<file path="src/design/icrr_pkg.sv">
`default_nettype none
package icrr_pkg;
    localparam int MaxCons    = 8;
    localparam int MaxReads   = 32;
    localparam int MaxConLen  = 512;
    localparam int MaxReadLen = 256;

    localparam int ConIdxW  = $clog2(MaxCons);
    localparam int ReadIdxW = $clog2(MaxReads);
    localparam int ConPosW  = $clog2(MaxConLen);
    localparam int ReadPosW = $clog2(MaxReadLen);
    localparam int ConCntW  = $clog2(MaxCons + 1);
    localparam int ReadCntW = $clog2(MaxReads + 1);
    localparam int ConLenW  = $clog2(MaxConLen + 1);
    localparam int ReadLenW = $clog2(MaxReadLen + 1);
    localparam int DistW    = 31;
    localparam int ScoreW   = 37;

    localparam logic [DistW-1:0]  NoFitDist = 31'h7fffffff;
    localparam logic [ScoreW-1:0] ScoreOnes = '1;

    localparam logic [1:0] ReqCons  = 2'd0;
    localparam logic [1:0] ReqRead  = 2'd1;
    localparam logic [1:0] ReqStart = 2'd2;
    localparam logic [1:0] ReqIdle  = 2'd3;   // reserved kind, ignored

    // front-to-back command
    typedef struct packed {
        logic [1:0] kind;
        logic [3:0] base;
        logic [6:0] quality;
        logic       seq_last;
    } t_cmd;

    // result item
    typedef struct packed {
        logic [4:0]       read_index;
        logic [2:0]       chosen;
        logic [DistW-1:0] distance;
        logic [8:0]       offset;
        logic             no_fit;
        logic             last;
    } t_res;
endpackage
`default_nettype wire

</file>
<file path="src/design/icrr_front.sv">
`default_nettype none
// Accepts requests, drops reserved kinds, and queues the rest.
module icrr_front
    import icrr_pkg::*;
(
    input  wire logic i_clk,
    input  wire logic i_rst_n,
    input  wire logic i_valid,
    output logic      o_ready,
    input  wire t_cmd i_cmd,
    output logic      o_valid,
    input  wire logic i_ready,
    output t_cmd      o_cmd
);
    localparam int Depth = 4;
    localparam int PtrW  = 2;

    t_cmd            r_q [Depth];
    logic [PtrW-1:0] r_wp, r_rp;
    logic [PtrW:0]   r_cnt;
    logic            w_push, w_pop;

    assign o_ready = (r_cnt != (PtrW+1)'(Depth));
    assign w_push  = i_valid && o_ready && (i_cmd.kind != ReqIdle);
    assign o_valid = (r_cnt != '0);
    assign w_pop   = o_valid && i_ready;
    assign o_cmd   = r_q[r_rp];

    // queue storage
    always_ff @(posedge i_clk) begin
        if (w_push) begin
            r_q[r_wp] <= i_cmd;
        end
    end

    // pointers
    always_ff @(posedge i_clk) begin
        if (!i_rst_n) begin
            r_wp <= '0; r_rp <= '0; r_cnt <= '0;
        end else begin
            if (w_push) r_wp <= r_wp + 1'b1;
            if (w_pop)  r_rp <= r_rp + 1'b1;
            r_cnt <= r_cnt + (PtrW+1)'(w_push) - (PtrW+1)'(w_pop);
        end
    end
endmodule
`default_nettype wire

</file>
<file path="config.mk">
export PLATFORM = sky130hd
export DESIGN_NAME = icrr_front
export DESIGN_NICKNAME = d
export VERILOG_FILES = /design/src/design/icrr_pkg.sv /design/src/design/icrr_front.sv
export SDC_FILE = /design/constraint.sdc
export NUM_CORES = 1
export LEC_CHECK = 0
export ABC_AREA = 1
export BUFFER_PORTS_ARGS = -buffer_cell sky130_fd_sc_hd__buf_2
export CORE_ASPECT_RATIO = 0.8
export CORE_MARGIN = 2
export CORE_UTILIZATION = 35
export CTS_CLUSTER_SIZE = 10
export DETAILED_ROUTE_END_ITERATION = 10
export PLACE_DENSITY_LB_ADDON = 0.15
export SLEW_MARGIN = 20
export SYNTH_ARGS = -nofsm -noshare
export SYNTH_HDL_FRONTEND = slang
export SYNTH_SLANG_ARGS = --single-unit
export TNS_END_PERCENT = 50
</file>
<file path="constraint.sdc">
create_clock -name i_clk -period 2.2 [get_ports i_clk]
set_input_delay 0.44 -clock i_clk [delete_from_list [all_inputs] [get_ports i_clk]]
set_output_delay 0.44 -clock i_clk [all_outputs]
set_load 0.005 [all_outputs]
</file>
# After elaboration in Yosys (flattened, before gate mapping)
# Memory sizes are Yosys's and may differ from the RTL's. A register that Yosys moved wholly into a read port is not among the register bits.
# Cells that the tools add are included.
[classes] mux=4 reduce_logical=4 addsub=4 n_eq_ne=2
[ops] operator="$add 2x1->2 const B" n=2
[ops] operator="$mux 2" n=2
[ops] operator="$add 3x1->3" n=1
[ops] operator="$logic_and 1x1->1" n=3
[ops] operator="$ne 3x3->1 const B" n=1
[ops] operator="$reduce_bool 3->1" n=1
[ops] operator="$sub 3x1->3" n=1
[ops] operator="$mux 1" n=2
[ops] operator="$ne 2x2->1 const B" n=1
[word_totals] regBits=7 ram_bits=56 inputBits=18 n_memories=1
[memory_table] name="r_q" words=4 word_bits=14 rd=1 rd_clocked_by_memory_dff=1 wr=1 line_no="icrr_front.sv:18" text="t_cmd r_q [Depth];"

# Depth between registers and ports, before layout
# Gate-level depths: netlist of the first run.
[logic_depth] word_depth=5 depth_mapped=12

# Worst setup path before layout of the first run
# No wires, ideal clock.
[synth_timing] kind="input to register" start="input i_valid" end="register r_cnt[2]" stages=10 t_arrival_ps=1743 setup_slack_ps=344 required_time_ps=2087 path_cell_list="inv_1 > a21oi_4 > nand2_8 > ha_1 > inv_1 > ha_1 > inv_1 > fa_1 > nor2_1 > nor2_1"
[synth_via] elab_chain_cells=4
[synth_lines] item="from (decl)" line_no="icrr_front.sv:8" text="input wire logic i_valid,"
[synth_lines] item="$logic_and 1x1->1 (2 in series)" line_no="icrr_front.sv:24" text="assign w_push = i_valid && o_ready && (i_cmd.kind != ReqIdle);"
[synth_lines] item="$add 3x1->3" line_no="icrr_front.sv:43" text="r_cnt <= r_cnt + (PtrW+1)'(w_push) - (PtrW+1)'(w_pop);"
[synth_lines] item="$sub 3x1->3" line_no="icrr_front.sv:43"
[synth_lines] item="to (signal assigned)" line_no="icrr_front.sv:43"
[synth_lines] item="to (decl)" line_no="icrr_front.sv:20" text="logic [PtrW:0] r_cnt;"
# No other way between the ends.
# A chain may end at the register's enable or synchronous reset.

==> out/results.ini, run 1 <==
[floorplanning]
initial_core_util_pct=36.0
fp-row-count=28
width_of_the_die_um=101
height_of_the_die_um=81.8
num_io_pins=34
die_area_mm2=0.00828
core_area_mm2=0.00736

[worst_setup_path]
crit_path_start_kind=flop
worstPathMaxFanout=28
worst_ep_required_time_ns=1.76
criticalPathCategory=flop to primary output
timing.critical_path.to_type=primary output
crit_arrival_ns=1.56

[finish]
drive_above_1_share_pct=30.6
final_cell_mix=edfxtp_1, nor2_1, buf_2
layout.filler_cells=704
flow.area_growth_from_synthesis_pct=19.3
antenna_cells=0
final_common_cell=edfxtp_1
post_layout_nonfiller_instances=348
finalInstanceArea_mm2=0.00316
finalNetCount=278

[global_routing]
overall_global_routing_resource_usage_pct=13.6
antenna_found_initial=0
globalRouteOverflowTotal=0
first_global_vias=1570
grt_pass1_wl_um=8050
largest_net_degree_at_the_start_of_global_routing=29

[sta]
timing.final.setup_violations=0
grt_setup_unrepaired=false
slew_violations=0
final-hold-violation-count=0
worst_clock_skew_ns=0.00446
hold_ws_ns=0.315
relSlewSlack_pct=70.5
timing.setup.tns_ns=0
fmax_mhz=499
worst_pin_slew_ns=0.442
period_needed_ns=2.00
post-route-period-util_pct=91.1

[detailed_routing]
route.detailed.drc=0
avgViaCountPerCell=4.59
wl_per_cell_um=14.2
totalWireLength_um=4930
drt_pre_antenna_iters=4
num_vias=1597
final_antenna_net_count=0
drt_first_iter_violations=65

[clock_network]
clk_pin_slew_ns=0.07
numCtsBuffers=9
cts.hold.buffers_added=0
postCtsSetupBuffers=0
postCtsResizedCells=0
tritoncts=built
cts-root-to-sink-buffers=2
cts_root_buffer=clkbuf_8
cts_sink_count=65
ctsHtreeMaxLevel=3
clk_latency_ns=0.33

[synth]
synth_seq_area_share_pct=70.3
syn_avg_cell_area_um2=12.9
netlist_instances=205
synth-seq-cells=65
yosysWarnings=0
syn_area_mm2=0.00265
post_synth_num_cell_types=24
synth.net_count=230

[power_and_ir_drop]
cellPowerDensity_mw_per_mm2=1110
total_leakage_power_nw=1.20
max-vdd-ir-drop_mv=0.617
design_power_mw=3.51

[place]
globalplace.congestion=0.717
dp.cells=332
io_buffer_count=33
post_dp_cell_area_mm2=0.00294
post-dp-hpwl_um=3260

[run_status]
run_status=finished clean

[worst_hold_path]
hold_crit_path_type=input pin to flop

[job]
drv_cap=0

==> state kept, by name (all words and copies together), names as in the netlist, named ones only <==
register / cells
r_cnt: 3
r_q: 56
r_rp: 2
r_wp: 2
==> final cells by class <==
| class | instances | area, um2 | area share [%] |
|---|---|---|---|
| Clock inverter | 7 | 95.1 | 3.01 |
| Timing Repair Buffer | 44 | 248 | 7.84 |
| Tap cell | 90 | 113 | 3.56 |
| Inverter | 18 | 67.6 | 2.14 |
| Clock buffer | 9 | 124 | 3.92 |
| Multi-Input combinational cell | 115 | 649 | 20.6 |
| Sequential cell | 65 | 1860 | 59.0 |
==> Yosys cell counts (all sizes together) <==
cell type / count / share of area (%)
o21ai: 28 / 5.3
nor2: 43 / 6.8
buf: 5 / 2.2
nand2: 19 / 4.2
inv: 18 / 2.6
o22ai: 14 / 3.3
edfxtp: 56 / 63
ha: 6 / 2.8
a21oi: 2 / 0.94
clkbuf: 2 / 0.47
fa: 1 / 0.76
dfxtp: 9 / 6.8
nand3: 2 / 0.38
==> routing by layer <==
metal	track usage, %	share of wire (%)
met1	17.0	48
met4	4.59	1.1
met5	0	0
met2	20.9	45
met3	6.30	6.1
==> worst max-delay path: stages, from the launching register on <==
cell     delay (ns)
dfxtp_2        0.37
inv_2          0.35
o21ai_0        0.14
o22ai_1        0.20
buf_2          0.16
==> cell families after synthesis <==
| kind of cell | Yosys count | synth area share, % |
|---|---|---|
| simple gates | 64 | 11.4 |
| fa+ha+maj | 7 | 3.59 |
| flops | 65 | 70.3 |
| compound gates | 44 | 9.54 |
| buf+inv | 25 | 5.20 |
==> where the power goes <==
part / internal (mW) / switching [mW] / total (mW)
sequential: 1.48 / 0.0895 / 1.57
clock: 0.637 / 0.452 / 1.09
combinational: 0.341 / 0.512 / 0.854
total: 2.46 / 1.05 / 3.51
==> stage by stage <==
step	setup slack [ns]	util [%]
2_1_floorplan	0.344	-
3_3_place_gp	0.148	39.9
3_5_place_dp	0.102	39.9
4_1_cts	0.0859	42.9
5_1_grt	0.0737	42.9
6_report	0.195	42.9
==> worst paths after layout <==
kind                   from    endpoint  slack (ns)  depth (start not counted)
hold reg to reg     r_rp[1]        flop        0.50                          2
hold / removal    i_cmd[11]  r_q[2][11]        0.32                          1
setup reg to reg   r_cnt[1]    r_cnt[2]        0.29                         10
setup / recovery       flop   o_cmd[12]        0.20                          4
Power figures use the tool's default switching activity.
==> inputs of run 2 (changes only) <==
- PLACE_DENSITY: unset -> 0.55
- PLACE_DENSITY_LB_ADDON: 0.15 -> unset
==> out/results.ini, run 2 (synthesis gave the netlist of run 1 again) <==
[sta]
timing.final.setup_violations=0
layout_setup_ws_ns=0.255
worst_pin_slew_ns=0.456
period_needed_ns=1.95
slew_violations=0
post-route-period-util_pct=88.4
final-hold-violation-count=0
timing.setup.tns_ns=0
fmax_mhz=514
worst_clock_skew_ns=0.0103
relSlewSlack_pct=69.5
grt_setup_unrepaired=false

[floorplanning]
num_io_pins=34
core_area_mm2=0.00736
initial_core_util_pct=36.0
height_of_the_die_um=81.8
width_of_the_die_um=101
fp-row-count=28
die_area_mm2=0.00828

[place]
io_buffer_count=33
dp_slack_ns=0.137
dp.cells=328
post-dp-hpwl_um=2890
globalplace.congestion=0.780
post_dp_cell_area_mm2=0.00291

[clock_network]
postCtsResizedCells=0
tritoncts=built
cts.hold.buffers_added=0
cts_sink_count=65
cts-root-to-sink-buffers=2
clk_pin_slew_ns=0.07
ctsHtreeMaxLevel=3
clk_latency_ns=0.34
cts_root_buffer=clkbuf_8
numCtsBuffers=9
postCtsSetupBuffers=0

[worst_setup_path]
slowest_stage=inv_2
crit_path_start_kind=flop
crit_path_max_incr_delay_ns=0.35
worst_ep_required_time_ns=1.76
worst-path-buf-inv=2
setup.reg_to_reg.worst_slack_ns=0.33
criticalPathCategory=flop to primary output
cell_chain_critical_path=inv_2, o21ai_0, o22ai_1, buf_2
worstPathMaxFanout=28
path_delay_family=buffers and inverters
timing.critical_path.to_type=primary output
crit_arrival_ns=1.51

[global_routing]
first_global_vias=1431
largest_net_degree_at_the_start_of_global_routing=29
antenna_found_initial=0
grt_pass1_wl_um=7070
globalRouteOverflowTotal=0
overall_global_routing_resource_usage_pct=12.1

[power_and_ir_drop]
design_power_mw=3.48
max-vdd-ir-drop_mv=0.619
cellPowerDensity_mw_per_mm2=1110
total_leakage_power_nw=1.18

[finish]
final_common_cell=edfxtp_1
final_cell_mix=edfxtp_1, nor2_1, buf_2
post_layout_nonfiller_instances=344
layout.filler_cells=736
finalNetCount=274
max_ffs_per_register=56
drive_above_1_share_pct=28.7
top_regs=r_q (56), r_cnt (3)
registers.top_by_ff_count=r_q
antenna_cells=0
flow.area_growth_from_synthesis_pct=18.0
finalInstanceArea_mm2=0.00313

[detailed_routing]
final_antenna_net_count=0
route.detailed.drc=0
drt_pre_antenna_iters=4
avgViaCountPerCell=4.56
num_vias=1567
totalWireLength_um=4690
drt_first_iter_violations=88
wl_per_cell_um=13.6

[job]
drv_cap=0

[run_status]
run_status=finished clean

[worst_hold_path]
hold_crit_path_type=input pin to flop

run 2: cell count changes in the layout (fill, tap and decap cells not counted):
cell / delta
buf_4: -4
clkinv_1: +1
clkinv_2: -1
clkinv_4: -1
dfxtp_1: +1
dfxtp_2: -1
inv_6: +1
run 2: through the flow:
step / utilization, % / hold WS [ns]
after floorplan: - / 0.466
after global placement: 39.5 / 0.501
after detailed placement: 39.5 / 0.495
after CTS: 42.5 / 0.299
after global routing: 42.5 / 0.305
final: 42.5 / 0.317
run 2: metal layers:
layer	vias up	track usage [%]	routed length, um
met5	-	0	0
met4	0	5.27	66
met3	5	5.79	255
met2	34	19.9	2240
met1	727	13.6	2120
li1	801	-	-
run 2: where the power goes:
group          total, mW  switching [mW]  internal, mW
combinational      0.845           0.511         0.333
clock               1.08           0.447         0.637
sequential          1.55          0.0770          1.48
total               3.48            1.04          2.45
run 2: worst reg2reg max path, cell delays in order (launching register included):
cell and delay [ns]:
dfxtp_1 0.38, nor2_4 0.18, nand2_4 0.07, nand2_2 0.07, inv_2 0.05, ha_1 0.26
inv_1 0.06, ha_1 0.13, inv_1 0.05, fa_1 0.37, nor2_1 0.12, nor2_1 0.05
run 2: area by class of cell:
cell class | instances | area [um2] | area share, %
inverter | 18 | 67.6 | 2.16
sequential | 65 | 1860 | 59.5
clock buffer | 9 | 124 | 3.96
clock inverter | 7 | 93.8 | 3.00
tap | 90 | 113 | 3.60
timing repair buffer | 40 | 218 | 6.96
multi-input combinational | 115 | 649 | 20.8
run 2: path summary, 6_finish.rpt:
path | endpoint | cells past startpoint | start
setup / recovery | o_cmd[3] | 4 | flop
setup reg to reg | r_cnt[2] | 11 | r_cnt[1]
hold / removal | r_q[3][10] | 1 | i_cmd[10]
hold reg to reg | r_rp[1] | 2 | r_rp[1]
